[config.mk]
export PLATFORM = sky130hd
export DESIGN_NAME = sfl_front
export DESIGN_NICKNAME = d
export VERILOG_FILES = /design/src/hw/rtl/sfl_pkg.sv /design/src/hw/rtl/sfl_front.sv
export SDC_FILE = /design/constraint.sdc
export NUM_CORES = 1
export LEC_CHECK = 0
export ABC_AREA = 0
export CAP_MARGIN = 20
export CORE_MARGIN = 2
export CORE_UTILIZATION = 45
export CTS_BUF_LIST = sky130_fd_sc_hd__clkbuf_16
export CTS_CLUSTER_SIZE = 8
export DETAILED_ROUTE_END_ITERATION = 8
export DONT_BUFFER_PORTS = 1
export GPL_TIMING_DRIVEN = 0
export MAX_ROUTING_LAYER = met4
export PLACE_DENSITY = 0.62
export SETUP_SLACK_MARGIN = 0.5
export SYNTH_ARGS = -nofsm -noshare
export SYNTH_HDL_FRONTEND = slang
export SYNTH_SLANG_ARGS = --single-unit
[constraint.sdc]
create_clock -name clk -period 2.2 [get_ports clk]
set_input_delay 0.44 -clock clk [delete_from_list [all_inputs] [get_ports clk]]
set_output_delay 0.44 -clock clk [all_outputs]
set_load 0.01 [all_outputs]
[src/hw/rtl/sfl_pkg.sv]
`default_nettype none
package sfl_pkg;

  // Run geometry
  localparam int MAX_SLOTS = 1024;
  localparam int RUN_BYTES = 65536;
  localparam int SLOT_W    = $clog2(MAX_SLOTS);
  localparam int LINK_W    = SLOT_W + 1;

  // Field and register widths
  localparam int FUNC_W     = 2;
  localparam int BSIZE_W    = 17;
  localparam int OFF_W      = 16;
  localparam int CFG_IDX_W  = 2;
  localparam int CFG_DATA_W = 17;

  localparam logic [LINK_W-1:0] EMPTY_MARK = LINK_W'(MAX_SLOTS);

  // Offsets wrap at the run size, then keep the low field bits
  localparam logic [OFF_W-1:0] OFF_MASK =
    (RUN_BYTES >= (1 << OFF_W)) ? {OFF_W{1'b1}} : OFF_W'(RUN_BYTES - 1);

  // Register reset values
  localparam logic [BSIZE_W-1:0] BSIZE_RST  = BSIZE_W'(64);
  localparam logic [OFF_W-1:0]   FOFF_RST   = OFF_W'(64);
  localparam logic [LINK_W-1:0]  SCOUNT_RST = LINK_W'(1023);

  // Command queue between front and back
  localparam int QUEUE_DEPTH = 2;
  localparam int QPTR_W      = $clog2(QUEUE_DEPTH);

  typedef enum logic [FUNC_W-1:0] {
    FUNC_REBUILD = 2'd0,
    FUNC_ALLOC   = 2'd1,
    FUNC_FREE    = 2'd2,
    FUNC_DRAIN   = 2'd3
  } func_t;

  typedef enum logic [CFG_IDX_W-1:0] {
    CFG_SLOT_BYTES   = 2'd0,
    CFG_FIRST_OFFSET = 2'd1,
    CFG_SLOT_COUNT   = 2'd2
  } cfg_idx_t;

  typedef struct packed {
    func_t             func;
    logic [SLOT_W-1:0] slot;
    logic              from_owner;
  } item_t;

  typedef struct packed {
    logic  valid;
    item_t item;
  } q_head_t;

  typedef struct packed {
    logic              valid;
    logic              granted;
    logic [SLOT_W-1:0] slot;
    logic              has_off;
    logic [LINK_W-1:0] in_use;
  } res_t;

  // Any head or link at or above the marker means end of stack
  function automatic logic [LINK_W-1:0] norm_link(input logic [LINK_W-1:0] v);
    return (v >= EMPTY_MARK) ? EMPTY_MARK : v;
  endfunction

endpackage
`default_nettype wire

[src/hw/rtl/sfl_front.sv]
`default_nettype none
module sfl_front
  import sfl_pkg::*;
(
  input  wire logic              clk,
  input  wire logic              rst_n,
  input  wire logic              start,
  input  wire logic              boot_busy,
  input  wire logic [FUNC_W-1:0] in_func,
  input  wire logic [SLOT_W-1:0] in_slot,
  input  wire logic              in_from_owner,
  input  wire logic              pop,
  output logic                   busy,
  output q_head_t                q_head
);

  item_t             mem_r [QUEUE_DEPTH];
  logic [QPTR_W-1:0] wr_ptr_r, wr_ptr_nxt;
  logic [QPTR_W-1:0] rd_ptr_r, rd_ptr_nxt;
  logic [QPTR_W:0]   count_r, count_nxt;
  logic              full;
  logic              push;
  item_t             new_item;

  // Hold off new beats while the queue is full or the link memory is being built
  assign full = (count_r == (QPTR_W + 1)'(QUEUE_DEPTH));
  assign busy = full || boot_busy;
  assign push = start && !busy;

  // Classify the command
  always_comb begin
    new_item.func       = func_t'(in_func);
    new_item.slot       = in_slot;
    new_item.from_owner = in_from_owner;
  end

  // Advance pointers and occupancy
  always_comb begin
    wr_ptr_nxt = wr_ptr_r;
    rd_ptr_nxt = rd_ptr_r;
    count_nxt  = count_r;
    if (push) begin
      wr_ptr_nxt = (wr_ptr_r == QPTR_W'(QUEUE_DEPTH - 1)) ? '0 : wr_ptr_r + 1'b1;
    end
    if (pop) begin
      rd_ptr_nxt = (rd_ptr_r == QPTR_W'(QUEUE_DEPTH - 1)) ? '0 : rd_ptr_r + 1'b1;
    end
    if (push && !pop) begin
      count_nxt = count_r + 1'b1;
    end else if (pop && !push) begin
      count_nxt = count_r - 1'b1;
    end
  end

  always_ff @(posedge clk) begin
    if (!rst_n) begin
      wr_ptr_r <= '0;
      rd_ptr_r <= '0;
      count_r  <= '0;
    end else begin
      wr_ptr_r <= wr_ptr_nxt;
      rd_ptr_r <= rd_ptr_nxt;
      count_r  <= count_nxt;
    end
  end

  always_ff @(posedge clk) begin
    if (push) begin
      mem_r[wr_ptr_r] <= new_item;
    end
  end

  assign q_head.valid = (count_r != '0);
  assign q_head.item  = mem_r[rd_ptr_r];

endmodule
`default_nettype wire

Word-level counts from Yosys, hierarchy flattened
Memory sizes are Yosys's and may differ from the RTL's. A register that Yosys moved wholly into a read port is not among the register bits.
Index checks and enable logic that the tools add are counted.

storage, ports and cells
  flip-flop bits (word level) = 4
  word-level logic and storage cells = 26
  memories kept = 1
  memory bits (writable) = 26

memories
  name   words  bits a word  read ports  clocked after Yosys merged registers in  write ports  RTL line         text
  mem_r  2      13           1           1                                        1            sfl_front.sv:17  item_t mem_r [QUEUE_DEPTH];

operators by class
  add/subtract/negate cells = 4
  reduce and logical (&&, ||, !) cells = 9
  mux-type cells = 8
  eq/ne operators = 1

operators by type and width
  operator                                          count
  two-way mux 1 bit                                 6
  two-way mux 2 bit                                 2
  nonzero test 2 bit                                2
  logical AND 1 bit                                 3
  zero test 1 bit                                   3
  adder 1 bit, second input constant                2
  adder 2 x 1 -> 2 bit, second input constant       1
  equality test 2 bit, second input constant        1
  subtractor 2 x 1 -> 2 bit, second input constant  1
  logical OR 1 bit                                  1

Logic depth before layout (Yosys ltp)
Gate-level depths: netlist of the first run.

  depth after elaboration = 8
  mapped depth = 6
  mapped depth without buffers = 6

Worst setup path before layout of the first run
Ideal clock, no wire load.

  path type = input to register
  from = input start
  to = memory mem_r[0][0] (netlist bit), enable pin
  library setup time = 0.384 ns
  stages = 3
  arrival time = 1.404 ns
  buffers on the path = 0
  slack = 0.412 ns
  cell sequence = nor2b_1 and2_1 nor2b_1

between the ends
  word-level cells in the longest chain between the ends = 3

ends and longest elaborated chain
  element                                  RTL line         text
  start, declared                          sfl_front.sv:7   input wire logic start,
  logical AND 1 bit                        sfl_front.sv:28  assign push = start && !busy;
  two-way mux 1 bit                        sfl_front.sv:68  if (push) begin
  two-way mux 1 bit (implied by the code)  sfl_front.sv:69  mem_r[wr_ptr_r] <= new_item;
  end, declared                            sfl_front.sv:17

No other way between the ends.

==> run_results.csv, run 1 <==
group,metric,value,unit
routing,wl_met2,857,µm
cts,cts.path.max_buffers,2,
finish,fillers,228,
power,power,1.43,mW
yosys,synth_cell_type_count,18,
die,dieHeight,55.1,µm
timing,min_period,1.61,ns
finish,final_common_cell,"edfxtp_1",
routing,viasPerCell,5.22,
yosys,syn-cell-area,1170,µm²
finish,final_nets,92,
die,die_area,3030,µm²
die,ioPinCount,33,
routing,num_vias,543,
finish,syn_to_final_growth,16.8,%
cts,cts_buffers,5,
worst_setup_path,critPathCaptureType,"output pin",
yosys,synth-seq-cells,31,
place,gp_congestion,0.580,
worst_setup_path,cp-start-kind,"register",
timing,tightest_slew,0.633,ns
timing,slew_headroom,57.8,%
job,cap_violations,0,
finish,layout_common_cells,"edfxtp_1, mux2_2, clkbuf_16, and2_1, dfxtp_1",
hold_path,worst_hold_path_type,"in2reg",
global_routing,first_global_vias,561,
global_routing,grt_max_degree,14,
worst_setup_path,critPathBufInv,1,
finish,layout-drive-gt1-share,32.4,%
place,pre_cts_slack,0.395,ns
global_routing,grt_usage,13.3,%
global_routing,antenna_found_initial,0,
run_status,run_status,"finished clean",
worst_setup_path,critPathMaxFanout,10,
yosys,ys_seq_area_share,75.1,%
worst_setup_path,critPathKind,"reg2out",
place,port_buffers,0,
cts,clock-sinks,31,
timing,finalWorstSetupSlack,0.590,ns
worst_setup_path,cp.arrival,1.17,ns
timing,max_freq,0.621,GHz
power,power.leakage,0.481,nW
routing,detail_route.wl_per_cell,16.1,µm
routing,drcViolationCount,0,
routing,wl_met3,189,µm
routing,firstDrtPassIters,2,
routing,ant_nets,0,
place,dp_hpwl,1130,µm
timing,setup_viol,0,
timing,slew_viol_final,0,
finish,final_core_util,55.4,%
global_routing,grt_overflow,0,
timing,finalCritPeriodShare,73.2,%
routing,wl_met1,604,µm
global_routing,grt_pass1_wl,2390,µm
routing,wirelength,1670,µm
worst_setup_path,reg2reg_setup_slack,0.64,ns
worst_setup_path,crit_path_max_incr_delay,0.38,ns
worst_setup_path,critPathTopFamily,"multiplexers",
cts,clock_latency,0.27,ns
cts,postCtsSetupRepairBufs,0,
routing,drtIter0Drc,1,
timing,setup_tns,0,ns
power,peakVddDrop,0.872,mV
worst_setup_path,required,1.76,ns
cts,cts_hold_buffers,0,
die,rows,18,
cts,cts_resized,3,
cts,htree_levels,2,
die,die_x,55.1,µm
yosys,avgSynthCellArea,17.8,µm²
finish,n_antenna_cell,0,
yosys,netlist_instances,66,
worst_setup_path,crit_slowest_cell,"mux2_2",
die,core_area,2480,µm²
timing,finalHoldViolCount,0,
power,pwr_density_cell,1050,nW/µm²
cts,cts_tree,"done",
die,start_util,47.4,%
yosys,ys_warn_count,0,
timing,fin_skew,0.00390,ns
cts,clk_pin_slew,0.05,ns
worst_setup_path,path_cells,"buf_6, mux2_2",
cts,root_buffer,"clkbuf_16",
timing,rsz0062_at_grt,"yes",
yosys,synth_fp_nets,85,
routing,top_layer,"met4",
power by group:
| part | switching [mW] | total [mW] | internal [mW] |
|---|---|---|---|
| Clock | 0.212 | 0.618 | 0.406 |
| Combinational | 0.0612 | 0.120 | 0.0591 |
| Sequential | 0.0190 | 0.696 | 0.677 |
| Total | 0.292 | 1.43 | 1.14 |
state kept, by name, summed over array words and instances, names as in the netlist, named ones only:
name	count
wr_ptr_r	1
mem_r	26
count_r	2
rd_ptr_r	1
routing by layer:
layer	track usage, %	vias to the layer above
met4	9.76	0
met2	20.8	23
met1	11.8	259
met5	-	-
met3	7.80	4
li1	-	257
per-stage QoR:
stage | instance area, µm² | std cells | hold slack [ns]
final | 1370 | 104 | 0.264
after global routing | 1370 | 104 | 0.249
after CTS | 1360 | 104 | 0.255
after detailed placement | 1210 | 96 | 0.495
after global placement | 1210 | 96 | 0.475
after floorplan | 1180 | 66 | 0.464
final timing paths:
kind,from,to,cells past startpoint
max,register,q_head[5],2
min,in_slot[8],mem_r[1][9]$_DFFE_PP_,0
min reg2reg,wr_ptr_r$_SDFFE_PN0N_,wr_ptr_r$_SDFFE_PN0N_,2
max reg2reg,count_r[0]$_SDFFE_PN0P_,count_r[1]$_SDFFE_PN0P_,5
synth_stat cells:
cell type   n  area, µm²
a21boi_1    1       7.51
and2_1      4       25.0
and3_1      1       6.26
buf_2       1       5.00
dfxtp_1     5        100
edfxtp_1   26        781
ha_1        1       12.5
inv_1       1       3.75
mux2_2     13        146
nand2_1     1       3.75
nand2b_1    2       12.5
nand4b_1    1       8.76
nor2b_1     2       12.5
o21ai_0     2       10.0
or2_2       1       6.26
or3_1       1       6.26
xnor2_1     1       8.76
xor2_1      2       17.5
cell type report:
type                    instances  area (µm²)  area share [%]
multi-input cells              33         299            21.8
inverters                       1        3.75           0.274
flip-flops and latches         31         882            64.3
clock buffers                   5         125            9.12
plain buffers                   1        11.3           0.821
well taps                      30        37.5            2.74
clock inverters                 3        12.5           0.912
logic make-up (layout without fill, tap and decap cells):
kind of cell    count (synthesis)  count (layout)  synth area share, %
compound gates                  3               3                 1.49
xor+xnor                        3               3                 2.24
fa+ha+maj                       1               1                 1.07
buf+inv                         2              10                0.746
flops                          31              31                 75.1
mux                            13              13                 12.5
simple gates                   13              13                 6.93
Power figures use the tool's default switching activity.
==> run 2: changes to the inputs <==
--- a/config.mk
+++ b/config.mk
@@ -5,7 +5,7 @@
 export SDC_FILE = /design/constraint.sdc
 export NUM_CORES = 1
 export LEC_CHECK = 0
-export ABC_AREA = 0
+export ABC_AREA = 1
 export CAP_MARGIN = 20
 export CORE_MARGIN = 2
 export CORE_UTILIZATION = 45
==> constraint.sdc (replaced) <==
create_clock -name clk -period 1.55 [get_ports clk]
set_input_delay 0.31 -clock clk [delete_from_list [all_inputs] [get_ports clk]]
set_output_delay 0.31 -clock clk [all_outputs]
set_load 0.01 [all_outputs]
==> run_results.csv, run 2 <==
group,metric,value,unit
run_status,run_status,"finished clean",
power,pwr_density_cell,1280,nW/µm²
timing,finalCritPeriodShare,91.2,%
finish,final_common_cell,"edfxtp_1",
worst_setup_path,critPathMaxFanout,10,
timing,finalHoldViolCount,0,
routing,wirelength,1980,µm
finish,syn_to_final_growth,33.7,%
power,power.leakage,0.655,nW
place,dp_hpwl,1290,µm
power,swShare,20.7,%
global_routing,grt_max_degree,11,
yosys,yosys.area.top_type,"edfxtp_1",
worst_setup_path,critPathKind,"reg2out",
timing,rsz0062_at_grt,"yes",
finish,fin_area,1640,µm²
timing,setup_viol,0,
worst_setup_path,reg2reg_setup_slack,0.33,ns
cts,cts_hold_buffers,0,
power,seq_power_share,46.3,%
worst_setup_path,critPathCaptureType,"output pin",
routing,wl_met2,1030,µm
cts,clock-sinks,31,
place,placed_area,1310,µm²
finish,final_nets,118,
global_routing,grt_overflow,0,
yosys,synthTopCellsByArea,"edfxtp_1, mux2_4, dfxtp_1",
place,gp_congestion,0.583,
routing,firstDrtPassIters,4,
routing,drtIter0Drc,28,
timing,hold_slack,0.137,ns
finish,n_antenna_cell,0,
yosys,synth_edf_count,26,
timing,slew_viol_final,0,
yosys,ys_seq_area_share,71.8,%
global_routing,grt_pass1_wl,3150,µm
yosys,netlist_instances,80,
routing,detail_route.wl_per_cell,15.2,µm
yosys,synthTopCellsByCount,"edfxtp_1, inv_1, nand2_1",
cts,clock_latency,0.27,ns
cts,htree_levels,2,
yosys,synth_cell_type_count,13,
finish,layout-drive-gt1-share,48.0,%
die,die_area,3160,µm²
yosys,syn-cell-area,1230,µm²
finish,largest_reg_flops,26,
yosys,synth_fp_nets,99,
routing,top_layer,"met4",
hold_path,worst_hold_path_type,"in2reg",
routing,wl_met1,739,µm
die,ioPinCount,33,
die,dieHeight,56.2,µm
yosys,synth-async-reset-ratio,0,%
yosys,ys_warn_count,0,
finish,layout_common_cells,"edfxtp_1, mux2_4, inv_1, nand2_1, clkbuf_16",
yosys,synth_ff_type,"edfxtp_1",
yosys,avgSynthCellArea,15.3,µm²
cts,cts_buffers,5,
die,start_util,48.6,%
power,peakVddDrop,1.11,mV
timing,tightest_slew,0.201,ns
worst_setup_path,required,1.24,ns
routing,viasPerCell,5.18,
worst_setup_path,cp-start-kind,"register",
yosys,yosysMostFrequentCell,"edfxtp_1",
routing,num_vias,674,
timing,fin_skew,0.00497,ns
yosys,synth_top_area_share,63.7,%
finish,largestRegisters,"mem_r x26, count_r x2",
worst_setup_path,cp.arrival,1.10,ns
global_routing,first_global_vias,707,
place,dp_cells,110,
power,p_sw,0.436,mW
yosys,synth-seq-cells,31,
die,rows,18,
finish,final_cells,130,
job,cap_violations,0,
power,comb_power_share,12.4,%
timing,min_period,1.41,ns
routing,drcViolationCount,0,
die,core_area,2520,µm²
timing,slew_headroom,86.6,%
die,die_x,56.2,µm
cts,root_buffer,"clkbuf_16",
cts,cts_tree,"done",
timing,setup_tns,0,ns
global_routing,grt_usage,14.3,%
power,pwr-share-clk,41.3,%
place,port_buffers,0,
global_routing,antenna_found_initial,0,
cts,cts.path.max_buffers,2,
cts,clk_pin_slew,0.05,ns
routing,wl_met3,182,µm
finish,regMostFlops,"mem_r",
timing,max_freq,0.708,GHz
power,p_int,1.67,mW
routing,ant_nets,0,
==> run 2: cell count changes after synthesis, moves of 4 or more <==
cell,delta
nand2_1,+10
nor2_1,+6
and2_1,-4
inv_1,+10
mux2_4,+10
mux2_2,-10
==> run 2: stage by stage <==
stage	power, mW	utilization (%)	worst slack (ns)
2_1_floorplan	1.13	-	0.399
3_3_place_gp	1.15	51.9	0.255
3_5_place_dp	1.16	51.9	0.254
4_1_cts	2.11	63.6	0.122
5_1_grt	2.19	65.0	0.0968
6_report	2.10	65.0	0.137
==> run 2: worst paths after layout <==
| check | start | endpoint | cells after the start |
|---|---|---|---|
| worst max-delay path | register | q_head[10] | 2 |
| worst max register to register | count_r[0]$_SDFFE_PN0P_ | count_r[1]$_SDFFE_PN0P_ | 9 |
| worst min register to register | rd_ptr_r$_SDFFE_PN0P_ | register | 2 |
| worst min-delay path | in_slot[7] | mem_r[0][8]$_DFFE_PP_ | 0 |
==> run 2: area by class of cell <==
type | count | area (µm²)
Fill cell | 192 | 883
Clock inverter | 3 | 12.5
Tap cell | 30 | 37.5
Timing Repair inverter | 1 | 7.51
Buffer | 1 | 20.0
Sequential cell | 31 | 887
Clock buffer | 5 | 125
Multi-Input combinational cell | 37 | 370
Timing Repair Buffer | 11 | 128
Inverter | 11 | 51.3
==> run 2: worst max-delay path, stage by stage (launching register included) <==
cell	delay, ns
dfxtp_4	0.37
buf_12	0.14
mux2_4	0.32
==> run 2: per-layer routing <==
layer  track usage (%)  vias to the layer above
met1              13.6                      326
met2              23.5                       29
met3              6.74                        2
met5                 -                        -
met4              8.16                        0
li1                  -                      317
==> run 2: what timing repair did <==
item,CTS,global route
gates cloned,2,0
buffers inserted,7,3
resized for setup,19,5
setup endpoints to repair,43,43
pin swaps,8,2
==> run 2: cell families (layout without fill, tap and decap cells) <==
group	after synthesis	after routing	share of synthesized area (%)
flops	31	31	71.8
simple gates	21	21	7.04
mux	13	13	15.0
buf+inv	12	32	4.29
compound gates	2	2	0.816
fa+ha+maj	1	1	1.02
==> run 2: power groups by stage <==
stage                     clock, mW  sequential, mW  combinational, mW
after floorplan                   0           0.982              0.152
after global placement            0           0.984              0.169
after detailed placement          0           0.987              0.173
after CTS                     0.891           0.975              0.245
after global routing          0.931           0.978              0.282
final                         0.869           0.975              0.261
==> run 3: changes to the inputs <==
--- a/config.mk
+++ b/config.mk
@@ -8,15 +8,16 @@
 export ABC_AREA = 1
 export CAP_MARGIN = 20
 export CORE_MARGIN = 2
-export CORE_UTILIZATION = 45
+export CORE_UTILIZATION = 57
 export CTS_BUF_LIST = sky130_fd_sc_hd__clkbuf_16
 export CTS_CLUSTER_SIZE = 8
 export DETAILED_ROUTE_END_ITERATION = 8
 export DONT_BUFFER_PORTS = 1
 export GPL_TIMING_DRIVEN = 0
 export MAX_ROUTING_LAYER = met4
-export PLACE_DENSITY = 0.62
+export PLACE_DENSITY = 0.74
 export SETUP_SLACK_MARGIN = 0.5
+export SLEW_MARGIN = 40
 export SYNTH_ARGS = -nofsm -noshare
 export SYNTH_HDL_FRONTEND = slang
 export SYNTH_SLANG_ARGS = --single-unit
==> run_results.csv, run 3 (synthesis gave the netlist of run 2 again) <==
group,metric,value,unit
power,power.leakage,0.658,nW
timing,rsz0062_at_grt,"yes",
routing,viasPerCell,5.45,
place,dp_cells,107,
global_routing,grt_usage,20.1,%
worst_setup_path,cp.arrival,1.14,ns
die,core_area,2000,µm²
worst_setup_path,critPathKind,"reg2out",
power,pwr_density_cell,1300,nW/µm²
global_routing,first_global_vias,699,
finish,final_cells,128,
cts,htree_levels,2,
timing,max_freq,0.690,GHz
routing,firstDrtPassIters,4,
worst_setup_path,required,1.24,ns
place,port_buffers,0,
timing,tightest_slew,0.190,ns
cts,cts_buffers,5,
die,ioPinCount,33,
hold_path,worst_hold_path_type,"in2reg",
global_routing,grt_max_degree,10,
finish,regMostFlops,"mem_r",
timing,slew_viol_final,0,
finish,n_antenna_cell,0,
hold_path,hp-start,"in_slot[7]",
cts,clk_pin_slew,0.05,ns
routing,drcViolationCount,0,
finish,layout_common_cells,"edfxtp_1, mux2_4, inv_1, nand2_1",
worst_setup_path,critPathCaptureType,"output pin",
routing,wirelength,2260,µm
finish,largestRegisters,"mem_r x26, count_r x2",
routing,ant_nets,0,
worst_setup_path,critPathMaxFanout,5,
die,start_util,61.2,%
die,die_x,50.4,µm
worst_setup_path,path_cells,"buf_8, mux2_4",
cts,cts.path.max_buffers,2,
worst_setup_path,crit_slowest_cell,"dfxtp_4",
finish,layout-drive-gt1-share,48.5,%
timing,finalCritPeriodShare,93.5,%
timing,setup_tns,0,ns
global_routing,antenna_found_initial,0,
worst_setup_path,crit_path_max_incr_delay,0.39,ns
finish,final_nets,119,
global_routing,grt_overflow,0,
finish,largest_reg_flops,26,
place,dp_hpwl,1250,µm
job,cap_violations,0,
power,power,2.13,mW
worst_setup_path,rr_startpoint,"count_r[0]$_SDFFE_PN0P_",
timing,fin_skew,0.000831,ns
worst_setup_path,cp-start-kind,"register",
timing,slew_headroom,87.3,%
place,gp_congestion,0.604,
cts,clock_latency,0.27,ns
run_status,run_status,"finished clean",
global_routing,grt_pass1_wl,3280,µm
cts,cts_hold_buffers,0,
cts,clock-sinks,31,
timing,finalHoldViolCount,0,
routing,detail_route.wl_per_cell,17.7,µm
finish,final_common_cell,"edfxtp_1",
timing,min_period,1.45,ns
routing,drtIter0Drc,8,
die,dieHeight,50.4,µm
power,peakVddDrop,1.07,mV
finish,syn_to_final_growth,34.4,%
timing,setup_viol,0,
cts,cts_tree,"done",
die,die_area,2540,µm²
die,rows,16,
cts,root_buffer,"clkbuf_16",
routing,num_vias,697,
[run 3: cell count changes in the layout (fill, tap and decap cells not counted), sizes merged]
| cell | delta |
|---|---|
| buf | +2 |
| clkbuf | -1 |
[run 3: worst paths after layout]
kind	to	slack [ns]	depth (start not counted)
max	q_head[4]	0.10	2
min	mem_r[1][8]$_DFFE_PP_	0.13	0
max reg2reg	count_r[1]$_SDFFE_PN0P_	0.28	9
min reg2reg	register	0.50	2
[run 3: what timing repair did]
item / 4_1_cts / 5_1_grt
pin swaps: 8 / 5
setup endpoints to repair: 43 / 43
gates cloned: 2 / 0
resized for setup: 16 / 10
setup buffers: 5 / 6
[run 3: power breakdown]
group          internal [mW]  switching [mW]
Combinational          0.143           0.131
Sequential             0.953          0.0262
Clock                  0.574           0.307
[run 3: stage by stage]
stage	hold WS, ns	cell area (µm²)	utilization, %	setup WS, ns
4_1_cts	0.131	1570	78.6	0.0836
3_5_place_dp	0.409	1310	65.3	0.272
5_1_grt	0.119	1650	82.3	0.0827
2_1_floorplan	0.409	1270	-	0.399
6_report	0.131	1650	82.3	0.101
3_3_place_gp	0.409	1310	65.3	0.291
[run 3: per-layer routing]
layer,routed length [µm],share of wire (%),global-route usage [%]
met4,49,2.2,9.46
met1,789,35,18.8
met2,1230,54,33.6
met5,0,0,-
met3,191,8.4,10.7
[run 3: area by class of cell]
| type | instances | area, µm² |
|---|---|---|
| buffer | 1 | 15.0 |
| clock buffer | 5 | 125 |
| clock inverter | 3 | 11.3 |
| fill | 107 | 354 |
| inverter | 11 | 56.3 |
| multi-input combinational | 37 | 370 |
| sequential | 31 | 887 |
| tap | 27 | 33.8 |
| timing repair buffer | 12 | 141 |
| timing repair inverter | 1 | 7.51 |
[run 3: worst max-delay path: cells and delay by family (launching register included)]
family	cells	cell delay, ns
mux	1	0.33
buf+inv	1	0.14
flops	1	0.39
