**src/hw/rtl/sfl_pkg.sv**
```systemverilog
`default_nettype none
package sfl_pkg;

  // Run geometry
  localparam int MAX_SLOTS = 1024;
  localparam int RUN_BYTES = 65536;
  localparam int SLOT_W    = $clog2(MAX_SLOTS);
  localparam int LINK_W    = SLOT_W + 1;

  // Field and register widths
  localparam int FUNC_W     = 2;
  localparam int BSIZE_W    = 17;
  localparam int OFF_W      = 16;
  localparam int CFG_IDX_W  = 2;
  localparam int CFG_DATA_W = 17;

  localparam logic [LINK_W-1:0] EMPTY_MARK = LINK_W'(MAX_SLOTS);

  // Offsets wrap at the run size, then keep the low field bits
  localparam logic [OFF_W-1:0] OFF_MASK =
    (RUN_BYTES >= (1 << OFF_W)) ? {OFF_W{1'b1}} : OFF_W'(RUN_BYTES - 1);

  // Register reset values
  localparam logic [BSIZE_W-1:0] BSIZE_RST  = BSIZE_W'(64);
  localparam logic [OFF_W-1:0]   FOFF_RST   = OFF_W'(64);
  localparam logic [LINK_W-1:0]  SCOUNT_RST = LINK_W'(1023);

  // Command queue between front and back
  localparam int QUEUE_DEPTH = 2;
  localparam int QPTR_W      = $clog2(QUEUE_DEPTH);

  typedef enum logic [FUNC_W-1:0] {
    FUNC_REBUILD = 2'd0,
    FUNC_ALLOC   = 2'd1,
    FUNC_FREE    = 2'd2,
    FUNC_DRAIN   = 2'd3
  } func_t;

  typedef enum logic [CFG_IDX_W-1:0] {
    CFG_SLOT_BYTES   = 2'd0,
    CFG_FIRST_OFFSET = 2'd1,
    CFG_SLOT_COUNT   = 2'd2
  } cfg_idx_t;

  typedef struct packed {
    func_t             func;
    logic [SLOT_W-1:0] slot;
    logic              from_owner;
  } item_t;

  typedef struct packed {
    logic  valid;
    item_t item;
  } q_head_t;

  typedef struct packed {
    logic              valid;
    logic              granted;
    logic [SLOT_W-1:0] slot;
    logic              has_off;
    logic [LINK_W-1:0] in_use;
  } res_t;

  // Any head or link at or above the marker means end of stack
  function automatic logic [LINK_W-1:0] norm_link(input logic [LINK_W-1:0] v);
    return (v >= EMPTY_MARK) ? EMPTY_MARK : v;
  endfunction

endpackage
`default_nettype wire

```
**src/hw/rtl/sfl_result.sv**
```systemverilog
`default_nettype none
module sfl_result
  import sfl_pkg::*;
(
  input  wire logic               clk,
  input  wire logic               rst_n,
  input  wire res_t               res,
  input  wire logic [BSIZE_W-1:0] slot_bytes,
  input  wire logic [OFF_W-1:0]   first_offset,
  output logic                    out_valid,
  output logic                    out_granted,
  output logic [SLOT_W-1:0]       out_slot_out,
  output logic [OFF_W-1:0]        out_block_offset,
  output logic [LINK_W-1:0]       out_in_use,
  output logic                    out_run_empty
);

  localparam int PROD_W = SLOT_W + OFF_W;

  logic [PROD_W-1:0] prod_full;
  logic              s1_valid_r;
  logic              s1_granted_r;
  logic [SLOT_W-1:0] s1_slot_r;
  logic              s1_has_off_r;
  logic [LINK_W-1:0] s1_in_use_r;
  logic [OFF_W-1:0]  s1_prod_r;
  logic [OFF_W-1:0]  off_sum;

  logic              valid_r;
  logic              granted_r;
  logic [SLOT_W-1:0] slot_r;
  logic [OFF_W-1:0]  offset_r;
  logic [LINK_W-1:0] in_use_r;

  // Slot times block size; the block size bits above the offset field drop out
  assign prod_full = PROD_W'(res.slot) * PROD_W'(slot_bytes[OFF_W-1:0]);
  assign off_sum   = (first_offset + s1_prod_r) & OFF_MASK;

  always_ff @(posedge clk) begin
    if (!rst_n) begin
      s1_valid_r <= 1'b0;
      valid_r    <= 1'b0;
    end else begin
      s1_valid_r <= res.valid;
      valid_r    <= s1_valid_r;
    end
  end

  always_ff @(posedge clk) begin
    s1_granted_r <= res.granted;
    s1_slot_r    <= res.slot;
    s1_has_off_r <= res.has_off;
    s1_in_use_r  <= res.in_use;
    s1_prod_r    <= prod_full[OFF_W-1:0];
    granted_r    <= s1_granted_r;
    slot_r       <= s1_slot_r;
    offset_r     <= s1_has_off_r ? off_sum : '0;
    in_use_r     <= s1_in_use_r;
  end

  assign out_valid        = valid_r;
  assign out_granted      = granted_r;
  assign out_slot_out     = slot_r;
  assign out_block_offset = offset_r;
  assign out_in_use       = in_use_r;
  assign out_run_empty    = (in_use_r == '0);

endmodule
`default_nettype wire
```
**config.mk**
```make
export PLATFORM = sky130hd
export DESIGN_NAME = sfl_result
export DESIGN_NICKNAME = d
export VERILOG_FILES = /design/src/hw/rtl/sfl_pkg.sv /design/src/hw/rtl/sfl_result.sv
export SDC_FILE = /design/constraint.sdc
export NUM_CORES = 1
export LEC_CHECK = 0
export BUFFER_PORTS_ARGS = -buffer_cell sky130_fd_sc_hd__buf_4
export CELL_PAD_IN_SITES_DETAIL_PLACEMENT = 1
export CELL_PAD_IN_SITES_GLOBAL_PLACEMENT = 1
export CORE_MARGIN = 8
export CORE_UTILIZATION = 40
export DETAILED_ROUTE_END_ITERATION = 7
export PLACE_DENSITY_LB_ADDON = 0.1
export SKIP_CTS_REPAIR_TIMING = 1
export SYNTH_ARGS = -nofsm -noshare
export SYNTH_HDL_FRONTEND = slang
export SYNTH_SLANG_ARGS = --single-unit
```
**constraint.sdc**
```tcl
create_clock -name clk -period 5.45 [get_ports clk]
set_input_delay 1.635 -clock clk [delete_from_list [all_inputs] [get_ports clk]]
set_output_delay 1.635 -clock clk [all_outputs]
set_load 0.1 [all_outputs]
```
; Word level (Yosys, flattened, before mapping)
; Index checks and enable logic that the tools add are counted.
[word_totals]
latch_bits = 0
rom_bits = 0
memories = 0
register_bits = 79
ramBits = 0
input_bits = 59
[op_classes]
mux = 0
n_div = 0
magnitude_cmp = 0
eq_ne = 0
n_shift = 0
n_mul = 1
n_reduce_logical = 1
bitwise = 0
n_addsub = 1
[op_table]
columns = cell, count
row1 = 16-bit adder, 1
row2 = 10-bit by 16-bit multiplier with 16-bit output, 1
row3 = 11-bit zero test, 1

; Logic depth before layout (Yosys ltp)
; Gate-level depths: netlist of the first run.
[depth]
ltp_word = 1
depth_mapped = 19
ltp_nobuf = 18

; Worst setup path after synthesis of the first run
; Ideal clock, no wire load.
[synth_path]
kind = input to register
from = in res[13] (netlist bit)
to = reg s1_prod_r[14]
path_buffers = 1
setup_slack_ns = -0.370
arrival_time_ns = 5.748
path_stages = 17
path_cell_list = clkbuf_1 > nand2_1 > fa_1 > inv_1 > fa_1 > fa_1 > fa_1 > inv_1 > fa_1 > inv_1 > ha_1 > a21o_1 > a21o_1 > a21oi_1 > o31ai_1 > a21oi_1 > xnor2_1
[synth_via]
elab_chain_len = 1
[synth_lines]
columns = element, line
row1 = "start, declared", sfl_result.sv:7  ; input wire res_t res,
row2 = 10-bit by 16-bit multiplier with 16-bit output, sfl_result.sv:36  ; assign prod_full = PROD_W'(res.slot) * PROD_W'(slot_bytes[OFF_W-1:0]);
row3 = via prod_full[14], sfl_result.sv:20  ; logic [PROD_W-1:0] prod_full;
row4 = "end signal, assigned", sfl_result.sv:54  ; s1_prod_r <= prod_full[OFF_W-1:0];
row5 = "end, declared", sfl_result.sv:26  ; logic [OFF_W-1:0] s1_prod_r;
; The timed path passes the listed nets, and every way through them passes these cells.
; A chain may end at the register's enable or synchronous reset.

; Worst setup path after layout of the first run
[layout_path]
from = in slot_bytes[5]
to = reg s1_prod_r[14]
[layout_via]
elab_chain_len = 1
[layout_lines]
columns = element, line
row1 = "start, declared", sfl_result.sv:8  ; input wire logic [BSIZE_W-1:0] slot_bytes,
row2 = 10-bit by 16-bit multiplier with 16-bit output, sfl_result.sv:36
row3 = via prod_full[14], sfl_result.sv:20
; The timed path passes the listed nets, and every way through them passes these cells.

==> results.sh, run 1 <==
export IMPL_cts_root_buf="clkbuf_16"
export IMPL_cts_clk_slew_worst_paths_ps=60
export IMPL_worstHoldStart="s1_in_use_r[6]$_DFF_P_"
export IMPL_min_to="out_in_use[6]$_DFF_P_"
export IMPL_worstSetupPathType="input port to flip-flop"
export IMPL_crit_slowest_cell="fa_1"
export IMPL_place_area_um2=6990
export IMPL_numPortBuffers=97
export IMPL_met1_length_mm=6.13
export IMPL_period_minus_slack_ps=5440
export IMPL_gr_usage_all_layers_pct=16.9
export IMPL_synth_nets=741
export IMPL_pwr_share_comb_pct=68.5
export IMPL_via_per_inst=4.71
export IMPL_reg2reg_depth=7
export IMPL_synthFlopType="dfxtp_1"
export IMPL_fp_dieW_um=134
export IMPL_dp_final_hpwl_mm=12.2
export IMPL_gp_congestion=0.803
export IMPL_n_antenna_cell=0
export IMPL_startpoint="slot_bytes[5]"
export IMPL_coreArea_um2=13700
export IMPL_totalWireLength_mm=14.7
export IMPL_antenna_found_initial=0
export IMPL_first_iter_violations=145
export IMPL_synth_area_um2=5550
export IMPL_cellPowerDensity_nw_per_um2=569
export IMPL_cpPeakStageDelay_ps=570
export IMPL_clockPowerShare_pct=14.0
export IMPL_cap_violations=0
export IMPL_status="complete, no violations"
export IMPL_synth_warnings=0
export IMPL_clk_path_buf_depth=2
export IMPL_cpMostUsedCell="fa_1"
export IMPL_r2r_slack_ps=3330
export IMPL_timing_slew_headroom_pct=71.0
export IMPL_p_int_mw=2.37
export IMPL_synthCells=566
export IMPL_cts_sinks=79
export IMPL_pre_cts_slack_ps=-384
export IMPL_wl_per_cell_um=16.1
export IMPL_leakagePower_nw=3.68
export IMPL_rsz0062_at_grt="true"
export IMPL_die_h_um=134
export IMPL_fmax_mhz=184
export IMPL_cp_start_kind="input port"
export IMPL_worst_pin_slew_ps=434
export IMPL_path_cells="buf_6 -> buf_6 -> and2_4 -> fa_1 -> fa_1 -> fa_1 -> fa_1 -> inv_2 -> fa_1 -> inv_2 -> ha_4 -> nand4_1 -> o31ai_2 -> a21oi_2 -> xnor2_1"
export IMPL_dieArea_um2=17900
export IMPL_vdd_drop_max_mv=0.290
export IMPL_cts_inserted_buffers=9
export IMPL_rows=43
export IMPL_grt_ovfl_total=0
export IMPL_whs_path_depth=0
export IMPL_async_reset_ff_share_pct=0
export IMPL_stdcell_area_um2=7570
export IMPL_grt_pass1_wl_mm=24.7
export IMPL_power_total_mw=4.31
export IMPL_hold_slack_ps=328
export IMPL_vias=4293
export IMPL_setup_viol=0
export IMPL_top_layer_used="met4"
export IMPL_synth_seq_area_share_pct=28.5
export IMPL_crit_fanout=5
export IMPL_final_net_count=902
export IMPL_worstSkewPairLatency_ps=330
export IMPL_slew_viol_final=0
export IMPL_worstReg2RegEnd="out_block_offset[15]$_SDFF_PN0_"
export IMPL_hold_violations=0
export IMPL_wl_met3_um=488
export IMPL_finalWorstSetupSlack_ps=12.2
export IMPL_grt_max_degree=18
export IMPL_cp_data_required_time_ps=5670
export IMPL_p_sw_share_pct=45.1
export IMPL_final_layout_size_suffix_gt1_share_pct=31.0
export IMPL_grt_pass1_vias=4990
export IMPL_synth_seq_cells=79
export IMPL_post_route_period_util_pct=99.8
export IMPL_synth_cell_type_count=39
export IMPL_cp_arrival_ps=5660
export IMPL_cts_tree="yes"
export IMPL_endpoint_kind="flip-flop"
export IMPL_fin_skew_ps=5.92
export IMPL_met2_length_mm=7.81
export IMPL_switchingPower_mw=1.94
export IMPL_start_util_pct=40.5
export IMPL_area_delta_synth_final_pct=36.3
export IMPL_ant_nets=0
export IMPL_synth_edf_count=0
export IMPL_syn_avg_cell_area_um2=9.81
export IMPL_p_seq_share_pct=17.5
export IMPL_r2r_start="s1_prod_r[8]$_DFF_P_"
export IMPL_cts_max_level=3
export IMPL_hold_path_class="flip-flop to flip-flop"
export IMPL_drcViolationCount=0
export IMPL_ios=99
export IMPL_drtPass1Iterations=4
## cell families after synthesis
kind of cell             synth area share, %
AO/OA/AOI/OAI                           8.22
XOR/XNOR                                4.89
adder cells (fa/ha/maj)                 35.7
buffers and inverters                   6.47
flip-flops                              28.5
multiplexers                           0.180
AND/OR/NAND/NOR                         16.0
## per-stage QoR
| step | util (%) | std cells | setup TNS, ps |
|---|---|---|---|
| 2_1_floorplan | - | 566 | -104 |
| 3_3_place_gp | 50.9 | 893 | -1420 |
| 3_5_place_dp | 50.9 | 893 | -1830 |
| 4_1_cts | 53.1 | 909 | -64.0 |
| 5_1_grt | 55.2 | 912 | -322 |
| 6_report | 55.2 | 912 | 0 |
## area by class of cell
| class | instances | area, µm² |
|---|---|---|
| timing repair buffer | 161 | 1320 |
| inverter | 84 | 315 |
| tap | 180 | 225 |
| clock inverter | 7 | 80.1 |
| clock buffer | 9 | 225 |
| multi-input combinational | 392 | 3820 |
| sequential | 79 | 1580 |
| fill | 1584 | 6150 |
## layout by cell type (no fill, tap or decap), types with 16 or more instances in the layout
cell	count
buf_4	140
dfxtp_1	79
inv_1	76
fa_1	69
nand2_1	57
and2_1	51
ha_1	37
xnor2_1	24
a21oi_1	17
buf_6	16
## state kept, by name, summed over array words and instances (netlist names)
signal and flops:
s1_has_off_r 1, s1_valid_r 1, out_slot_out 10, s1_slot_r 10, out_in_use 11, s1_granted_r 1
s1_prod_r 16, out_valid 1, s1_in_use_r 11, out_block_offset 16, out_granted 1
## power groups by stage
stage / combinational (mW) / clock [mW] / sequential [mW]
after global routing: 3.29 / 0.653 / 0.763
after CTS: 2.70 / 0.620 / 0.754
after floorplan: 1.51 / 0 / 1.16
after global placement: 2.59 / 0 / 0.764
after detailed placement: 2.67 / 0 / 0.766
final: 2.95 / 0.602 / 0.753
## routing by layer
layer	track usage, %	up-vias
li1	-	2110
met1	19.2	2090
met2	31.6	74
met3	2.99	19
met4	5.05	0
met5	0	-
## cells in the mapped netlist (4+ instances only)
master | count | area, µm²
inv_1 | 84 | 315
dfxtp_1 | 79 | 1580
fa_1 | 71 | 1420
and2_1 | 63 | 394
nand2_1 | 62 | 233
ha_1 | 45 | 563
xnor2_1 | 24 | 210
a21oi_1 | 20 | 100
nor2_1 | 12 | 45.0
nor3_1 | 11 | 55.1
a21o_1 | 10 | 75.1
o21ai_0 | 10 | 50.1
clkbuf_1 | 9 | 33.8
o21a_1 | 8 | 60.1
xor2_1 | 7 | 61.3
nor2b_1 | 6 | 37.5
nor4_1 | 5 | 31.3
o21ai_1 | 4 | 20.0
## worst max path at each step
stage	endpoint	slack, ps	depth (start not counted)
floorplan	s1_prod_r[14]$_DFF_P_	-60	16
global placement	s1_prod_r[14]$_DFF_P_	-350	16
detailed placement	s1_prod_r[14]$_DFF_P_	-380	16
CTS	s1_prod_r[14]$_DFF_P_	-40	16
global route	s1_prod_r[14]$_DFF_P_	-140	15
finish	s1_prod_r[14]$_DFF_P_	10	15
## worst max-delay path: cells and delay by family
family / cells / cell delay, ps
compound gates: 2 / 430
xor+xnor: 1 / 120
fa+ha+maj: 6 / 2830
buf+inv: 4 / 330
simple gates: 2 / 310
No activity file was read; power rests on OpenSTA's default activity.
==> inputs of run 2 (changes only) <==
- SKIP_LAST_GASP: not set -> 1
- clock period: 5.45 -> 5.8 ns (I/O delays scaled with it)
==> results.sh, run 2 (same netlist as run 1, synthesis figures left out) <==
export IMPL_rsz0062_at_grt="true"
export IMPL_crit_fanout=6
export IMPL_fin_cells=887
export IMPL_vdd_drop_max_mv=0.234
export IMPL_cp_num_buf_inv=5
export IMPL_endpoint_kind="flip-flop"
export IMPL_status="complete, no violations"
export IMPL_period_minus_slack_ps=5600
export IMPL_wl_per_cell_um=15.7
export IMPL_gr_usage_all_layers_pct=16.6
export IMPL_grt_ovfl_total=0
export IMPL_reg2reg_depth=9
export IMPL_rows=43
export IMPL_worst_pin_slew_ps=517
export IMPL_crit_cells=17
export IMPL_grt_pass1_wl_mm=23.9
export IMPL_via_per_inst=4.71
export IMPL_post_route_period_util_pct=96.5
export IMPL_dp_cells=871
export IMPL_cap_violations=0
export IMPL_grt_max_degree=18
export IMPL_r2r_start="s1_prod_r[0]$_DFF_P_"
export IMPL_antenna_found_initial=0
export IMPL_n_antenna_cell=0
export IMPL_cp_start_kind="input port"
export IMPL_setup_viol=0
export IMPL_pre_cts_slack_ps=-181
export IMPL_cts_root_buf="clkbuf_16"
export IMPL_cts_sinks=79
export IMPL_clk_path_buf_depth=2
export IMPL_vias=4182
export IMPL_cp_data_required_time_ps=6010
export IMPL_drcViolationCount=0
export IMPL_slew_viol_final=0
export IMPL_worstSkewPairLatency_ps=330
export IMPL_path_cells="buf_4 -> buf_4 -> nand2_1 -> fa_1 -> inv_1 -> fa_1 -> fa_1 -> fa_1 -> inv_1 -> fa_1 -> inv_1 -> ha_1 -> a21o_1 -> a31oi_1 -> o21ai_0 -> o21bai_1 -> xor2_1"
export IMPL_die_h_um=134
export IMPL_seqCellArea_um2=1580
export IMPL_cts_inserted_buffers=9
export IMPL_fmax_mhz=179
export IMPL_final_layout_size_suffix_gt1_share_pct=22.6
export IMPL_drtPass1Iterations=4
export IMPL_layout_common_cells="buf_4 (136), inv_1 (84), dfxtp_1 (79), fa_1 (71), and2_1 (63)"
export IMPL_fp_dieW_um=134
export IMPL_nFillCells=1558
export IMPL_multi_input_area_um2=3640
export IMPL_ant_nets=0
export IMPL_cp_endpoint="s1_prod_r[13]$_DFF_P_"
export IMPL_cellPowerDensity_nw_per_um2=528
export IMPL_cpMostUsedCell="fa_1"
export IMPL_startpoint="slot_bytes[7]"
export IMPL_finalWorstSetupSlack_ps=200
export IMPL_grt_pass1_vias=4930
export IMPL_r2r_slack_ps=3740
export IMPL_dp_final_hpwl_mm=11.9
export IMPL_fin_skew_ps=7.94
export IMPL_cts_tree="yes"
export IMPL_cpPeakStageDelay_ps=510
export IMPL_coreArea_um2=13700
export IMPL_first_iter_violations=155
export IMPL_final_common_cell="buf_4"
export IMPL_worstSetupPathType="input port to flip-flop"
export IMPL_critPathTopFamily="adder cells"
export IMPL_timing_slew_headroom_pct=65.2
export IMPL_start_util_pct=40.5
export IMPL_dieArea_um2=17900
export IMPL_final_net_count=877
export IMPL_crit_slowest_cell="fa_1"
export IMPL_cts_max_level=3
export IMPL_cts_clk_slew_worst_paths_ps=60
export IMPL_leakagePower_nw=3.50
export IMPL_setup_tns_ps=0
export IMPL_gp_congestion=0.803
export IMPL_area_delta_synth_final_pct=27.6
export IMPL_numPortBuffers=97
export IMPL_totalWireLength_mm=13.9
export IMPL_worstReg2RegEnd="out_block_offset[14]$_SDFF_PN0_"
export IMPL_cp_arrival_ps=5810
export IMPL_ios=99
export IMPL_hold_violations=0
export IMPL_hold_path_class="flip-flop to flip-flop"
[run 2: cell types whose count changed in the layout (fill, tap and decap cells not counted), sizes merged]
cell	before	now
buf	161	136
[run 2: worst min path at each step]
stage,start,endpoint,depth (start not counted)
6_report,s1_in_use_r[5]$_DFF_P_,out_in_use[5]$_DFF_P_,0
5_1_grt,s1_slot_r[6]$_DFF_P_,out_slot_out[6]$_DFF_P_,0
4_1_cts,s1_slot_r[1]$_DFF_P_,out_slot_out[1]$_DFF_P_,0
3_5_place_dp,s1_in_use_r[5]$_DFF_P_,out_in_use[5]$_DFF_P_,0
3_3_place_gp,s1_in_use_r[0]$_DFF_P_,out_in_use[0]$_DFF_P_,0
2_1_floorplan,s1_granted_r$_DFF_P_,out_granted$_DFF_P_,0
[run 2: area by class of cell]
| type | count | area share [%] |
|---|---|---|
| Multi-Input combinational cell | 392 | 51.4 |
| Timing Repair Buffer | 136 | 14.4 |
| Inverter | 84 | 4.45 |
| Sequential cell | 79 | 22.3 |
| Clock buffer | 9 | 3.18 |
| Clock inverter | 7 | 1.13 |
| Tap cell | 180 | 3.18 |
[run 2: layer usage]
metal  global-route usage, %  part of all wire [%]  vias to the layer above
met2                    31.4                    53                       56
met4                    4.80                   1.3                        0
met1                    18.3                    43                     2053
met3                    3.07                   2.9                       12
li1                        -                     -                     2061
met5                       0                     0                        -
[run 2: where the power goes]
group / switching [mW] / total [mW] / internal [mW] / leakage [nW]
Sequential: 0.0312 / 0.706 / 0.675 / 0.665
Combinational: 1.43 / 2.47 / 1.04 / 2.69
Clock: 0.226 / 0.564 / 0.338 / 0.148
[run 2: metrics by stage]
| step | utilization [%] | hold WS [ps] | instance area (µm²) | total power, mW |
|---|---|---|---|---|
| after floorplan | - | 310 | 5570 | 2.47 |
| after global placement | 49.3 | 310 | 6770 | 3.08 |
| after detailed placement | 49.3 | 313 | 6770 | 3.14 |
| after CTS | 51.6 | 326 | 7070 | 3.74 |
| after global routing | 51.7 | 329 | 7090 | 4.09 |
| final | 51.7 | 325 | 7090 | 3.74 |
==> inputs of run 3 (changes only) <==
- CORE_MARGIN: 8 -> 2
- CORE_UTILIZATION: 40 -> 44
==> results.sh, run 3 (same netlist as run 1, synthesis figures left out) <==
export IMPL_status="complete, no violations"
export IMPL_cp_endpoint="s1_prod_r[15]$_DFF_P_"
export IMPL_grt_util_met1_pct=26.2
export IMPL_hold_path_class="flip-flop to flip-flop"
export IMPL_dieArea_um2=13500
export IMPL_via_per_inst=4.84
export IMPL_layout_common_cells="buf_4 (138), inv_1 (84), dfxtp_1 (79), fa_1 (71), and2_1 (63)"
export IMPL_antenna_found_initial=0
export IMPL_startpoint="slot_bytes[3]"
export IMPL_leakagePower_nw=3.52
export IMPL_dp_cells=866
export IMPL_grt_pass1_vias=4704
export IMPL_gp_congestion=0.831
export IMPL_crit_fanout=7
export IMPL_coreArea_um2=12500
export IMPL_worst_pin_slew_ps=456
export IMPL_cts_root_buf="clkbuf_16"
export IMPL_vdd_drop_max_mv=0.270
export IMPL_ant_nets=0
export IMPL_r2r_slack_ps=3690
export IMPL_rows=41
export IMPL_worstReg2RegEnd="out_block_offset[14]$_SDFF_PN0_"
export IMPL_drtPass1Iterations=4
export IMPL_gr_max_usage_layer="met2"
export IMPL_cap_violations=0
export IMPL_n_antenna_cell=0
export IMPL_dp_final_hpwl_mm=11.8
export IMPL_r2r_start="s1_prod_r[0]$_DFF_P_"
export IMPL_cts_sinks=79
export IMPL_fp_dieW_um=116
export IMPL_final_net_count=880
export IMPL_grt_ovfl_total=0
export IMPL_fin_cells=882
export IMPL_endpoint_kind="flip-flop"
export IMPL_rsz0062_at_grt="false"
export IMPL_numPortBuffers=97
export IMPL_grt_pass1_wl_mm=23.0
export IMPL_whs_path_depth=0
export IMPL_period_minus_slack_ps=5630
export IMPL_cellPowerDensity_nw_per_um2=533
export IMPL_grt_max_degree=18
export IMPL_final_layout_size_suffix_gt1_share_pct=22.5
export IMPL_final_common_cell="buf_4"
export IMPL_nFillCells=1433
export IMPL_cp_arrival_ps=5850
export IMPL_start_util_pct=44.5
export IMPL_die_h_um=116
export IMPL_reg2reg_depth=9
export IMPL_drcViolationCount=0
export IMPL_totalWireLength_mm=13.9
export IMPL_timing_slew_headroom_pct=69.6
export IMPL_hold_violations=0
export IMPL_cp_start_kind="input port"
export IMPL_grt_util_met2_pct=41.1
export IMPL_cp_data_required_time_ps=6020
export IMPL_vias=4270
export IMPL_cts_max_level=3
export IMPL_area_delta_synth_final_pct=28.5
export IMPL_slew_viol_final=0
export IMPL_clk_path_buf_depth=2
export IMPL_ios=99
export IMPL_gr_usage_all_layers_pct=22.0
export IMPL_place_area_um2=6780
export IMPL_post_route_period_util_pct=97.0
export IMPL_worstSetupPathType="input port to flip-flop"
export IMPL_fin_skew_ps=5.44
export IMPL_cts_inserted_buffers=9
export IMPL_stdcell_area_um2=7130
export IMPL_cts_clk_slew_worst_paths_ps=60
export IMPL_setup_viol=0
export IMPL_fmax_mhz=178
export IMPL_first_iter_violations=119
export IMPL_worstSkewPairLatency_ps=340
export IMPL_wl_per_cell_um=15.8
export IMPL_use_met3_pct=3.43
export IMPL_cts_tree="yes"
==> run 3: changes by cell type in the layout (fill, tap and decap cells not counted), sizes merged <==
cell and change:
bufinv +1, clkinv -1, buf +3, clkbuf +1, inv -1
==> run 3: how the worst min path moves through the flow <==
| stage | end | startpoint | slack (ps) |
|---|---|---|---|
| 6_report | out_slot_out[2]$_DFF_P_ | s1_slot_r[2]$_DFF_P_ | 320 |
| 3_5_place_dp | out_slot_out[4]$_DFF_P_ | s1_slot_r[4]$_DFF_P_ | 310 |
| 5_1_grt | out_slot_out[4]$_DFF_P_ | s1_slot_r[4]$_DFF_P_ | 330 |
| 2_1_floorplan | out_granted$_DFF_P_ | s1_granted_r$_DFF_P_ | 310 |
| 4_1_cts | out_slot_out[2]$_DFF_P_ | s1_slot_r[2]$_DFF_P_ | 320 |
| 3_3_place_gp | out_granted$_DFF_P_ | s1_granted_r$_DFF_P_ | 310 |
==> run 3: cell type report <==
cell class / instances / area, µm² / area share, %
clock buffers: 10 / 229 / 3.21
well taps: 172 / 215 / 3.02
flip-flops and latches: 79 / 1580 / 22.2
clock inverters: 6 / 93.8 / 1.32
multi-input cells: 392 / 3650 / 51.2
inverters: 84 / 315 / 4.42
repair buffers: 139 / 1050 / 14.7
==> run 3: per-stage QoR <==
step | utilization [%] | TNS [ps] | setup slack, ps | power [mW] | hold WS (ps)
after floorplan | - | 0 | 18.4 | 2.47 | 310
after global placement | 54.4 | -230 | -102 | 3.08 | 311
after detailed placement | 54.4 | -654 | -186 | 3.19 | 313
after CTS | 57.0 | 0 | 171 | 3.81 | 323
after global routing | 57.2 | 0 | 2.33 | 4.16 | 334
final | 57.2 | 0 | 175 | 3.80 | 322
==> run 3: layer usage <==
metal,vias up,share of wire [%]
li1,2061,-
met1,2123,41
met2,71,54
met3,15,3.6
met4,0,1.5
met5,-,0
==> run 3: report_power, final <==
| part | internal [mW] | total [mW] | switching (mW) |
|---|---|---|---|
| combinational | 1.06 | 2.48 | 1.42 |
| clock | 0.380 | 0.608 | 0.229 |
| sequential | 0.675 | 0.707 | 0.0312 |
| total | 2.12 | 3.80 | 1.68 |
==> run 3: worst max-delay path: stages <==
cell and delay (ps):
buf_4 140, and2_1 180, fa_1 450, fa_1 500, inv_1 60, fa_1 540, inv_1 50, fa_1 470
inv_1 50, fa_1 470, inv_1 60, ha_4 260, o21ai_1 70, nor2_1 170, o41ai_4 140, o31ai_1 250
a31oi_1 90, xnor2_1 140
